File: src/design/swad_pkg.sv
// Shared constants and helpers for the sliding-window anagram detector.
package swad_pkg;

    localparam int DEF_MAX_PATTERN = 64;
    localparam int DEF_ALPHABET    = 26;
    localparam int LETTER_W        = 5;

    // Item function codes
    localparam logic FUNC_PATTERN = 1'b0;
    localparam logic FUNC_TEXT    = 1'b1;

    // Address width for a storage of the given depth (at least one bit)
    function automatic int idx_w(input int depth);
        int w;
        w = (depth > 1) ? $clog2(depth) : 1;
        return w;
    endfunction

endpackage

File: src/design/sliding_window_anagram_detector.sv
// Top level of the sliding-window anagram detector.
//
//   channel | signals                                  | transfer
//   --------+------------------------------------------+---------------------
//   input   | in_valid, in_ready, func, letter,        | in_valid & in_ready
//           | start_req                                |
//   output  | out_valid, out_ready, window_match,      | out_valid & out_ready
//           | found, window_full                       |
//
// Flow: one transaction per cycle while out_ready stays high; an accepted
//   transaction passes the ring read, the count read, then the update into the
//   output register before its result is on the outputs. The count RAMs take one
//   read-modify-write per letter per cycle.
// Reset: rst_n clears all control state at once; per-letter valid bits stand
//   in for cleared counts, so there is no clearing pass.
// Stalls: out_ready low holds the result; up to two more transactions enter
//   behind it before in_ready drops.
module sliding_window_anagram_detector
    import swad_pkg::*;
#(
    parameter int MAX_PATTERN = DEF_MAX_PATTERN,
    parameter int ALPHABET    = DEF_ALPHABET
) (
    input  logic                clk,
    input  logic                rst_n,
    input  logic                in_valid,
    output logic                in_ready,
    input  logic                func,
    input  logic [LETTER_W-1:0] letter,
    input  logic                start_req,
    output logic                out_valid,
    input  logic                out_ready,
    output logic                window_match,
    output logic                found,
    output logic                window_full
);

    // Widths: counts up to MAX_PATTERN, ring index, letter address, unequal count
    localparam int CW  = $clog2(MAX_PATTERN + 1);
    localparam int RW  = idx_w(MAX_PATTERN);
    localparam int AW  = $clog2(ALPHABET);
    localparam int UW  = $clog2(ALPHABET + 1);
    localparam int PEW = 2 * CW;

    // Item as it travels down the pipeline
    typedef struct packed {
        logic                text;
        logic                start;
        logic [LETTER_W-1:0] letter;
        logic                add_ok;   // pattern letter is counted
        logic                empty;    // text item with empty pattern
        logic                leave;    // oldest window letter leaves
        logic                full;     // window full after this item
    } item_t;

    // ------------------------------------------------------------------
    // Handshake and pipeline occupancy
    // ------------------------------------------------------------------
    logic  s1_valid_reg, s1_valid_next;
    logic  s2_valid_reg, s2_valid_next;
    logic  out_valid_reg, out_valid_next;
    logic  out_free, s2_free, s1_load, s1_go, s2_go;

    assign out_free = !out_valid_reg || out_ready;
    assign s2_go    = s2_valid_reg && out_free;
    assign s2_free  = !s2_valid_reg || out_free;
    assign s1_go    = s1_valid_reg && s2_free;
    assign in_ready = !s1_valid_reg || s2_free;
    assign s1_load  = in_valid && in_ready;

    assign s1_valid_next  = s1_load ? 1'b1 : (s1_go ? 1'b0 : s1_valid_reg);
    assign s2_valid_next  = s1_go ? 1'b1 : (s2_go ? 1'b0 : s2_valid_reg);
    assign out_valid_next = s2_go ? 1'b1 : (out_ready ? 1'b0 : out_valid_reg);

    // ------------------------------------------------------------------
    // Front end: pattern length, text fill and ring position advance at
    // accept time, since they depend on the inputs alone.
    // ------------------------------------------------------------------
    logic [CW-1:0] len_reg, len_next;
    logic [CW-1:0] fill_reg, fill_next;
    logic [RW-1:0] pos_reg, pos_next;
    item_t         s1_reg, s1_next;

    logic          in_text, in_letter_ok;
    logic [CW-1:0] len_base, fill_base, fill_after, pos_inc;
    logic [RW-1:0] pos_base;
    logic          ring_we_c;

    logic [0:0][RW-1:0]       ring_raddr;
    logic [0:0][LETTER_W-1:0] ring_rdata;
    logic [LETTER_W-1:0]      ring_rd;

    always_comb
    begin
        in_text      = (func == FUNC_TEXT);
        in_letter_ok = (32'(letter) < ALPHABET);
        len_base     = (!in_text && start_req) ? '0 : len_reg;
        fill_base    = start_req ? '0 : fill_reg;
        pos_base     = start_req ? '0 : pos_reg;
        pos_inc      = CW'(pos_base) + CW'(1);
        fill_after   = fill_base + CW'(fill_base < len_reg);

        len_next  = len_reg;
        fill_next = fill_reg;
        pos_next  = pos_reg;
        ring_we_c = 1'b0;

        s1_next.text   = in_text;
        s1_next.start  = start_req;
        s1_next.letter = letter;
        s1_next.add_ok = 1'b0;
        s1_next.empty  = 1'b0;
        s1_next.leave  = 1'b0;
        s1_next.full   = 1'b0;

        if (!in_text)
        begin
            // Count the letter while there is room; restart the text side
            s1_next.add_ok = in_letter_ok && (32'(len_base) < MAX_PATTERN);
            len_next       = len_base + CW'(s1_next.add_ok);
            fill_next      = '0;
            pos_next       = '0;
        end
        else if (len_reg == '0)
        begin
            s1_next.empty = 1'b1;
            fill_next     = fill_base;
            pos_next      = pos_base;
        end
        else
        begin
            // Read the leaving letter and store the entering one in one slot
            s1_next.leave = (fill_base >= len_reg);
            s1_next.full  = (fill_after >= len_reg);
            ring_we_c     = 1'b1;
            fill_next     = fill_after;
            pos_next      = (pos_inc >= len_reg) ? '0 : RW'(pos_inc);
        end
    end

    assign ring_raddr[0] = pos_base;
    assign ring_rd       = ring_rdata[0];

    swad_ram #(
        .WIDTH    (LETTER_W),
        .DEPTH    (MAX_PATTERN),
        .RD_PORTS (1)
    ) u_ring_ram (
        .clk   (clk),
        .we    (s1_load && ring_we_c),
        .waddr (pos_base),
        .wdata (letter),
        .re    (s1_load),
        .raddr (ring_raddr),
        .rdata (ring_rdata)
    );

    // ------------------------------------------------------------------
    // Count RAMs: pattern and entered counts share a word, left counts sit
    // in a second RAM, so each takes one write per cycle. The window count
    // of a letter is entered minus left, modulo 2^CW.
    // ------------------------------------------------------------------
    item_t               s2_reg;
    logic [LETTER_W-1:0] s2_leave_reg;

    logic [1:0][AW-1:0]  cnt_raddr;
    logic [1:0][PEW-1:0] pe_rdata;
    logic [1:0][CW-1:0]  x_rdata;

    logic                pe_we, x_we;
    logic [PEW-1:0]      pe_wdata;
    logic [CW-1:0]       x_wdata;
    logic [AW-1:0]       c_addr, l_addr;

    // Issue reads for the entering letter and the leaving letter
    assign cnt_raddr[0] = AW'(s1_reg.letter);
    assign cnt_raddr[1] = AW'(ring_rd);

    swad_ram #(
        .WIDTH    (PEW),
        .DEPTH    (ALPHABET),
        .RD_PORTS (2)
    ) u_pe_ram (
        .clk   (clk),
        .we    (pe_we),
        .waddr (c_addr),
        .wdata (pe_wdata),
        .re    (s1_go),
        .raddr (cnt_raddr),
        .rdata (pe_rdata)
    );

    swad_ram #(
        .WIDTH    (CW),
        .DEPTH    (ALPHABET),
        .RD_PORTS (2)
    ) u_x_ram (
        .clk   (clk),
        .we    (x_we),
        .waddr (l_addr),
        .wdata (x_wdata),
        .re    (s1_go),
        .raddr (cnt_raddr),
        .rdata (x_rdata)
    );

    // ------------------------------------------------------------------
    // Update stage: forward the last write, mask cleared entries, update
    // the unequal-letter count and the sticky flag, write back.
    // ------------------------------------------------------------------
    logic [ALPHABET-1:0] pat_valid_reg, pat_valid_next;
    logic [ALPHABET-1:0] e_valid_reg, e_valid_next;
    logic [ALPHABET-1:0] x_valid_reg, x_valid_next;
    logic [UW-1:0]       nz_reg, nz_next;
    logic [UW-1:0]       uneq_reg, uneq_next;
    logic                found_reg, found_next;

    logic                fwd_pe_en_reg, fwd_x_en_reg;
    logic [AW-1:0]       fwd_pe_addr_reg, fwd_x_addr_reg;
    logic [PEW-1:0]      fwd_pe_data_reg;
    logic [CW-1:0]       fwd_x_data_reg;

    logic                window_match_reg, found_out_reg, window_full_reg;
    logic                res_match, res_found, res_full;

    logic                c_ok, l_ok, pat_clr, txt_clr, same;
    logic [PEW-1:0]      pe_c, pe_l;
    logic [CW-1:0]       xr_c, xr_l;
    logic [CW-1:0]       p_c, p_l, e_c, e_l, x_c, x_l, w_c, w_l;
    logic                use_c, use_l;
    logic                inc_c, dec_c, inc_l, dec_l;
    logic [UW-1:0]       uneq_base, uneq_sum, nz_base;

    assign c_addr = AW'(s2_reg.letter);
    assign l_addr = AW'(s2_leave_reg);

    always_comb
    begin
        c_ok    = (32'(s2_reg.letter) < ALPHABET);
        l_ok    = (32'(s2_leave_reg) < ALPHABET);
        pat_clr = !s2_reg.text && s2_reg.start;
        txt_clr = s2_reg.text && s2_reg.start;

        // Forward the previous write; RAM reads return the older word
        pe_c = (fwd_pe_en_reg && fwd_pe_addr_reg == c_addr) ? fwd_pe_data_reg : pe_rdata[0];
        pe_l = (fwd_pe_en_reg && fwd_pe_addr_reg == l_addr) ? fwd_pe_data_reg : pe_rdata[1];
        xr_c = (fwd_x_en_reg && fwd_x_addr_reg == c_addr) ? fwd_x_data_reg : x_rdata[0];
        xr_l = (fwd_x_en_reg && fwd_x_addr_reg == l_addr) ? fwd_x_data_reg : x_rdata[1];

        // Entries not written since their last clear read as zero
        p_c = (c_ok && pat_valid_reg[c_addr] && !pat_clr) ? pe_c[PEW-1:CW] : '0;
        p_l = (l_ok && pat_valid_reg[l_addr]) ? pe_l[PEW-1:CW] : '0;
        e_c = (c_ok && e_valid_reg[c_addr] && !txt_clr) ? pe_c[CW-1:0] : '0;
        e_l = (l_ok && e_valid_reg[l_addr] && !txt_clr) ? pe_l[CW-1:0] : '0;
        x_c = (c_ok && x_valid_reg[c_addr] && !txt_clr) ? xr_c : '0;
        x_l = (l_ok && x_valid_reg[l_addr] && !txt_clr) ? xr_l : '0;
        w_c = e_c - x_c;
        w_l = e_l - x_l;

        use_c = c_ok;
        use_l = s2_reg.leave && l_ok;
        same  = use_c && use_l && (c_addr == l_addr);

        // Each touched letter may join or leave the set of unequal letters
        inc_l = use_l && !same && (w_l == p_l) && ((w_l - CW'(1)) != p_l);
        dec_l = use_l && !same && (w_l != p_l) && ((w_l - CW'(1)) == p_l);
        inc_c = use_c && !same && (w_c == p_c) && ((w_c + CW'(1)) != p_c);
        dec_c = use_c && !same && (w_c != p_c) && ((w_c + CW'(1)) == p_c);

        uneq_base = s2_reg.start ? nz_reg : uneq_reg;
        uneq_sum  = uneq_base + UW'(inc_l) + UW'(inc_c) - UW'(dec_l) - UW'(dec_c);
        nz_base   = pat_clr ? '0 : nz_reg;

        pat_valid_next = pat_valid_reg;
        e_valid_next   = e_valid_reg;
        x_valid_next   = x_valid_reg;
        nz_next        = nz_reg;
        uneq_next      = uneq_reg;
        found_next     = found_reg;
        pe_we          = 1'b0;
        pe_wdata       = {p_c, e_c + CW'(1)};
        x_we           = 1'b0;
        x_wdata        = x_l + CW'(1);
        res_match      = 1'b0;
        res_found      = 1'b0;
        res_full       = 1'b0;

        if (s2_go)
        begin
            if (!s2_reg.text)
            begin
                // Pattern letter: count it, then restart the text side
                if (pat_clr)
                begin
                    pat_valid_next = '0;
                end
                nz_next = nz_base;
                if (s2_reg.add_ok)
                begin
                    pe_we                  = 1'b1;
                    pe_wdata               = {p_c + CW'(1), CW'(0)};
                    pat_valid_next[c_addr] = 1'b1;
                    nz_next                = nz_base + UW'(p_c == '0);
                end
                e_valid_next = '0;
                x_valid_next = '0;
                uneq_next    = nz_next;
                found_next   = 1'b0;
            end
            else
            begin
                if (txt_clr)
                begin
                    e_valid_next = '0;
                    x_valid_next = '0;
                end
                if (s2_reg.empty)
                begin
                    // Empty pattern matches every window
                    uneq_next  = uneq_base;
                    res_match  = 1'b1;
                    res_full   = 1'b1;
                    found_next = 1'b1;
                end
                else
                begin
                    if (use_c)
                    begin
                        pe_we                = 1'b1;
                        e_valid_next[c_addr] = 1'b1;
                    end
                    if (use_l)
                    begin
                        x_we                 = 1'b1;
                        x_valid_next[l_addr] = 1'b1;
                    end
                    uneq_next  = uneq_sum;
                    res_full   = s2_reg.full;
                    res_match  = s2_reg.full && (uneq_sum == '0);
                    found_next = (found_reg && !txt_clr) || res_match;
                end
                res_found = found_next;
            end
        end
    end

    // ------------------------------------------------------------------
    // Registers
    // ------------------------------------------------------------------
    always_ff @(posedge clk or negedge rst_n)
    begin
        if (!rst_n)
        begin
            s1_valid_reg  <= 1'b0;
            s2_valid_reg  <= 1'b0;
            out_valid_reg <= 1'b0;
            len_reg       <= '0;
            fill_reg      <= '0;
            pos_reg       <= '0;
            pat_valid_reg <= '0;
            e_valid_reg   <= '0;
            x_valid_reg   <= '0;
            nz_reg        <= '0;
            uneq_reg      <= '0;
            found_reg     <= 1'b0;
            fwd_pe_en_reg <= 1'b0;
            fwd_x_en_reg  <= 1'b0;
        end
        else
        begin
            s1_valid_reg  <= s1_valid_next;
            s2_valid_reg  <= s2_valid_next;
            out_valid_reg <= out_valid_next;
            if (s1_load)
            begin
                len_reg  <= len_next;
                fill_reg <= fill_next;
                pos_reg  <= pos_next;
            end
            pat_valid_reg <= pat_valid_next;
            e_valid_reg   <= e_valid_next;
            x_valid_reg   <= x_valid_next;
            nz_reg        <= nz_next;
            uneq_reg      <= uneq_next;
            found_reg     <= found_next;
            if (pe_we)
            begin
                fwd_pe_en_reg <= 1'b1;
            end
            if (x_we)
            begin
                fwd_x_en_reg <= 1'b1;
            end
        end
    end

    // Payload registers: no reset
    always_ff @(posedge clk)
    begin
        if (s1_load)
        begin
            s1_reg <= s1_next;
        end
        if (s1_go)
        begin
            s2_reg       <= s1_reg;
            s2_leave_reg <= ring_rd;
        end
        if (pe_we)
        begin
            fwd_pe_addr_reg <= c_addr;
            fwd_pe_data_reg <= pe_wdata;
        end
        if (x_we)
        begin
            fwd_x_addr_reg <= l_addr;
            fwd_x_data_reg <= x_wdata;
        end
        if (s2_go)
        begin
            window_match_reg <= res_match;
            found_out_reg    <= res_found;
            window_full_reg  <= res_full;
        end
    end

    assign out_valid    = out_valid_reg;
    assign window_match = window_match_reg;
    assign found        = found_out_reg;
    assign window_full  = window_full_reg;

endmodule

File: src/design/swad_ram.sv
// Generic synchronous RAM: one write port, registered read-first read ports.
module swad_ram
    import swad_pkg::*;
#(
    parameter int WIDTH    = LETTER_W,
    parameter int DEPTH    = DEF_ALPHABET,
    parameter int RD_PORTS = 2
) (
    input  logic                               clk,
    input  logic                               we,
    input  logic [idx_w(DEPTH)-1:0]            waddr,
    input  logic [WIDTH-1:0]                   wdata,
    input  logic                               re,
    input  logic [RD_PORTS-1:0][idx_w(DEPTH)-1:0] raddr,
    output logic [RD_PORTS-1:0][WIDTH-1:0]     rdata
);

    logic [WIDTH-1:0]               mem [DEPTH];
    logic [RD_PORTS-1:0][WIDTH-1:0] rdata_reg;

    // Read returns the old word when the same entry is written in that cycle.
    always_ff @(posedge clk)
    begin
        if (we)
        begin
            mem[waddr] <= wdata;
        end
        if (re)
        begin
            for (int p = 0; p < RD_PORTS; p++)
            begin
                rdata_reg[p] <= mem[raddr[p]];
            end
        end
    end

    assign rdata = rdata_reg;

endmodule

File: config.mk
export PLATFORM = sky130hd
export DESIGN_NAME = sliding_window_anagram_detector
export DESIGN_NICKNAME = d
export VERILOG_FILES = /design/src/design/swad_pkg.sv /design/src/design/sliding_window_anagram_detector.sv /design/src/design/swad_ram.sv
export SDC_FILE = /design/constraint.sdc
export NUM_CORES = 1
export LEC_CHECK = 0
export BUFFER_PORTS_ARGS = -buffer_cell sky130_fd_sc_hd__buf_4
export CAP_MARGIN = 20
export CELL_PAD_IN_SITES_DETAIL_PLACEMENT = 1
export CELL_PAD_IN_SITES_GLOBAL_PLACEMENT = 2
export CORE_ASPECT_RATIO = 1.4
export CORE_UTILIZATION = 48
export CTS_BUF_LIST = sky130_fd_sc_hd__clkbuf_16
export DETAILED_ROUTE_END_ITERATION = 8
export GPL_TIMING_DRIVEN = 0
export PLACE_DENSITY = 0.81
export RECOVER_POWER = 25
export SKIP_LAST_GASP = 1
export SLEW_MARGIN = 20
export SYNTH_ARGS = -nofsm -noshare
export SYNTH_HDL_FRONTEND = slang
export SYNTH_SLANG_ARGS = --single-unit
File: constraint.sdc
create_clock -name clk -period 9.4 [get_ports clk]
set_input_delay 1.88 -clock clk [delete_from_list [all_inputs] [get_ports clk]]
set_output_delay 1.88 -clock clk [all_outputs]
set_load 0.01 [all_outputs]
==> results.md <==
- The initial detailed-routing violation count is 3152.
- Along the worst path, the maximum fanout reaches 28.
- The number of nets produced by synthesis is 3238.
- The register name with the most flops is u_pe_ram.mem.
- The run finished, with violations left.
- The root cell of the clock tree is clkbuf_16.
- Counting the buffers created by CTS gives 106.
- Entering global routing, the biggest net connects 67 pins.
- The number of synthesized flops with an enable pin is 974.
- The met1 wire length is 57600 um.
- The number of cell rows is 140.
- TritonCTS built the clock tree.
- In this run the remaining antenna-violating nets after routing total 0.
- The startpoint of the most critical register-to-register path is l_addr[0].
- The detail-routed via count per cell is 6.65.
- The maximum vdd ir drop is 237 uV.
- The switching power of the nets is 3.33 mW.
- Final hold analysis gives a worst-case slack of 420 ps.
- The number of max-cap violations is 8.
- The kind of launch point of the worst setup path is a register.
- The global router's overall resource usage is 0.322.
- The max-slew violation count is 504.
- On the final layout, the worst clock skew is 31.9 ps.
- The checks that failed: capacitance limit, slew limit.
- The relative contribution of the clock network to total power is 0.371.
- The post-synthesis average cell area is 16.0 um2.
- The detailed router placed 31800 vias in this run.
- Headroom to the max-slew limit came out at -1.55.
- The post-CTS repair timing setup buffer count is 0.
- For this block, the routed nets add up to 172000 um of wire.
- The share of layout cells above drive strength 1 is 0.215.
- Detailed routing placed a total of 89100 um of wire on met2.
- Of the available clock period, the critical path in the final layout requires 0.935.
- Yosys mapped the design onto 87 distinct sky130hd cell types.
- The routed design could run at a clock period as short as 8790 ps.
- The clock latency of the later-clocked register in the worst-skew pair is 730 ps.
- The first global-routing pass estimated 245000 um of wire.
- The switching power share of the total is 0.276.
- The part of the power in combinational logic is 0.172.
- Total power for the finished layout comes to 12.1 mW.
- The first detailed-routing pass took 5 iterations.
- The met3 wire length is 9620 um.
- The library cell contributing the largest single delay on the critical path is nor2_1.
- The detailed router used layers up to and including met4.
- The width of the die is 277 um.
- The initial antenna violation count is 0.
- In this design, the stage delay of the slowest critical-path cell is 660 ps.
- By startpoint and endpoint, the worst setup path is classified as reg -> reg.
- In the final layout, the registers with the most flip-flops are u_pe_ram.mem x364, u_ring_ram.mem x320, u_x_ram.mem x182.
- The count of nets after finishing is 3402.
- The final-report hold violation count is 0.
- The count of hold buffers inserted by post-cts repair is 0.
- Among all flip-flop cells after synthesis, the most frequent one is edfxtp_1.
- The total overflow left after global routing is 0.
- For this run, design rule violations remaining after detail routing come to 0.
- The launch instance of the worst min-delay path is s1_reg[2].
- The synthesis-to-finish area growth is 12.1%.
- The clock transition at the register clock pins on the worst setup and hold paths after CTS is 70 ps.
- The via count of the first global-routing pass came to 34200.
- In this run the static leakage power is 18.8 nW.
- In the final routed layout, each cell accounts on average for 35.9 um.
- Yosys printed 0 warnings.
- The filler cell count in the final layout is 9670.
- The initial utilization of the core area, before any placement, comes to 0.486.
- The setup check on the worst reg-to-reg path leaves a slack of 610 ps.
- The total area inside the core boundary comes to 0.104 mm2.
- The total die area is 0.107 mm2.
- The worst path arrival time is 9390 ps.
- The worst setup path is captured at a register.
- The depth of the worst register-to-register path is 31.
- The die is 387 um tall.
- The netlist area before placement is 0.0508 mm2.
- The type of the tightest min-delay check is reg -> reg.
- The async set or reset register ratio after synthesis is 0.105.
- The global placement routability congestion is 0.970.
- The synthesis-stage register bit count is 1088.
- The maximum level of the CTS H-tree is 3.
- The cell occurring most often along the worst timing path is fa_1.
- The summed negative setup slack over all endpoints is 0 ps.
- The post-CTS resize count is 0.
- The sequential power share is 0.457.
- The number of buffers on the longest clock path is 3.
- Setup violations remaining at the end of the flow were counted as 0.
- Summed over all nets, the half-perimeter wirelength after detailed placement is 123000 um.
- At the pin with the least slew margin, the transition time is 3820 ps.
- At the worst endpoint, the required time is 10000 ps.
- The sequential cell area fraction in the yosys report is 0.632.
- The cell internal power dissipation is 8.73 mW.
- The worst hold path passes through 0 cells.
- The register with the most flip-flops in the layout has 364 of them.
- The count of input and output buffers is 15.
- Synthesis handed over a netlist of 3172 instances.
- Setup repair after global routing left no endpoint under its margin.
- The power per cell area is 212 mW/mm2.
- In this run the count of I/O pins placed on the die edge is 16.
- The achievable frequency is 114 MHz.
- CTS saw 1088 sinks.
- The worst hold path terminates at s2_reg[2].
- The reg-to-reg critical path endpoint is found_reg.
area by class of cell:
class                           instances  area (um2)  area share
Clock buffer                          108        2700      0.0475
Antenna cell                            3        7.51    0.000132
Inverter                               39         146     0.00257
Multi-Input combinational cell       1843       18000       0.315
Sequential cell                      1088       32100       0.564
Tap cell                             1349        1690      0.0296
Timing Repair Buffer                   56         564     0.00991
Clock inverter                         89         883      0.0155
Buffer                                202         878      0.0154
how the worst max path moves through the flow:
| stage | from | end |
|---|---|---|
| 4_1_cts | l_addr[0] | found_reg |
| 3_5_place_dp | l_addr[0] | found_reg |
| 5_1_grt | l_addr[0] | found_reg |
| 3_3_place_gp | l_addr[0] | found_reg |
| 6_report | l_addr[0] | found_reg |
| 2_1_floorplan | l_addr[0] | found_reg |
worst max-delay path, delay by kind of cell, from the launching register on:
family / cells / cell delay, ps
AO/OA/AOI/OAI: 9 / 1720
XOR/XNOR: 3 / 840
adder cells (fa/ha/maj): 5 / 1970
buffers and inverters: 5 / 1010
flip-flops: 1 / 560
multiplexers: 1 / 270
AND/OR/NAND/NOR: 8 / 2260
power groups by stage:
| stage | logic, mW | registers (mW) | clock network (mW) |
|---|---|---|---|
| 4_1_cts | 2.07 | 5.51 | 4.51 |
| 5_1_grt | 2.18 | 5.52 | 4.66 |
| 3_3_place_gp | 1.96 | 5.61 | 0 |
| 6_report | 2.08 | 5.52 | 4.48 |
| 3_5_place_dp | 2.05 | 5.61 | 0 |
| 2_1_floorplan | 1.28 | 5.57 | 0 |
synth_stat cells (21+ instances only):
cell type | number | share of area
edfxtp_1 | 974 | 0.58
mux4_2 | 316 | 0.14
nor2_1 | 208 | 0.015
nand2_1 | 184 | 0.014
mux2i_1 | 148 | 0.029
clkbuf_1 | 130 | 0.0096
dfrtp_1 | 114 | 0.056
o21ai_0 | 107 | 0.011
a21oi_1 | 98 | 0.0097
mux2_2 | 74 | 0.016
nor2b_1 | 71 | 0.0087
a211oi_1 | 57 | 0.0084
ha_1 | 50 | 0.012
xnor2_1 | 47 | 0.0081
a21o_1 | 40 | 0.0059
a22oi_1 | 39 | 0.0058
buf_1 | 38 | 0.0028
inv_1 | 38 | 0.0028
xor2_1 | 38 | 0.0066
nand3_1 | 37 | 0.0036
nor3_1 | 29 | 0.0029
buf_2 | 25 | 0.0025
nand2b_1 | 25 | 0.0031
o22ai_1 | 24 | 0.0030
a221oi_1 | 22 | 0.0038
a31oi_1 | 21 | 0.0026
routing by layer:
layer / vias to the layer above / GRT usage
met2: 1524 / 0.569
met5: - / 0
met1: 16700 / 0.349
met3: 524 / 0.0443
li1: 13000 / -
met4: 0 / 0.249
cells in the final DEF (no fill, tap or decap), types with 16 or more instances in the layout:
| master | instances |
|---|---|
| edfxtp_1 | 974 |
| mux4_2 | 316 |
| nand2_1 | 184 |
| nor2_1 | 164 |
| mux2i_1 | 148 |
| clkbuf_1 | 133 |
| dfrtp_1 | 114 |
| clkbuf_16 | 108 |
| o21ai_0 | 104 |
| a21oi_1 | 97 |
| mux2_2 | 74 |
| nor2b_1 | 70 |
| a211oi_1 | 57 |
| inv_1 | 56 |
| ha_1 | 50 |
| xnor2_1 | 44 |
| a21o_1 | 40 |
| a22oi_1 | 39 |
| nand3_1 | 37 |
| xor2_1 | 36 |
| nor2_2 | 32 |
| buf_2 | 31 |
| buf_6 | 26 |
| nor3_1 | 26 |
| buf_1 | 26 |
| nand2b_1 | 25 |
| o22ai_1 | 24 |
| clkinv_1 | 23 |
| a221oi_1 | 22 |
| a31oi_1 | 21 |
| clkinv_2 | 19 |
| or2_2 | 16 |
| a22o_1 | 16 |
| bufinv_16 | 16 |
metrics by stage:
step | util | setup WS, ps | instance area, um2 | std cells
after global placement | 0.504 | 1020 | 52600 | 4536
after detailed placement | 0.511 | 724 | 53400 | 4576
final | 0.545 | 607 | 56900 | 4777
after floorplan | - | 2670 | 50800 | 3172
after global routing | 0.545 | 210 | 56900 | 4774
after CTS | 0.546 | 677 | 57000 | 4773
cell families (layout without fill, tap and decap cells):
family,after synthesis,in the layout,share of synthesized area
AO/OA/AOI/OAI,504,504,0.0676
other,0,3,0
flip-flops,1088,1088,0.632
adder cells (fa/ha/maj),55,55,0.0143
buffers and inverters,241,494,0.0197
AND/OR/NAND/NOR,651,651,0.0608
multiplexers,546,546,0.190
XOR/XNOR,87,87,0.0154
Power figures use the tool's default switching activity.
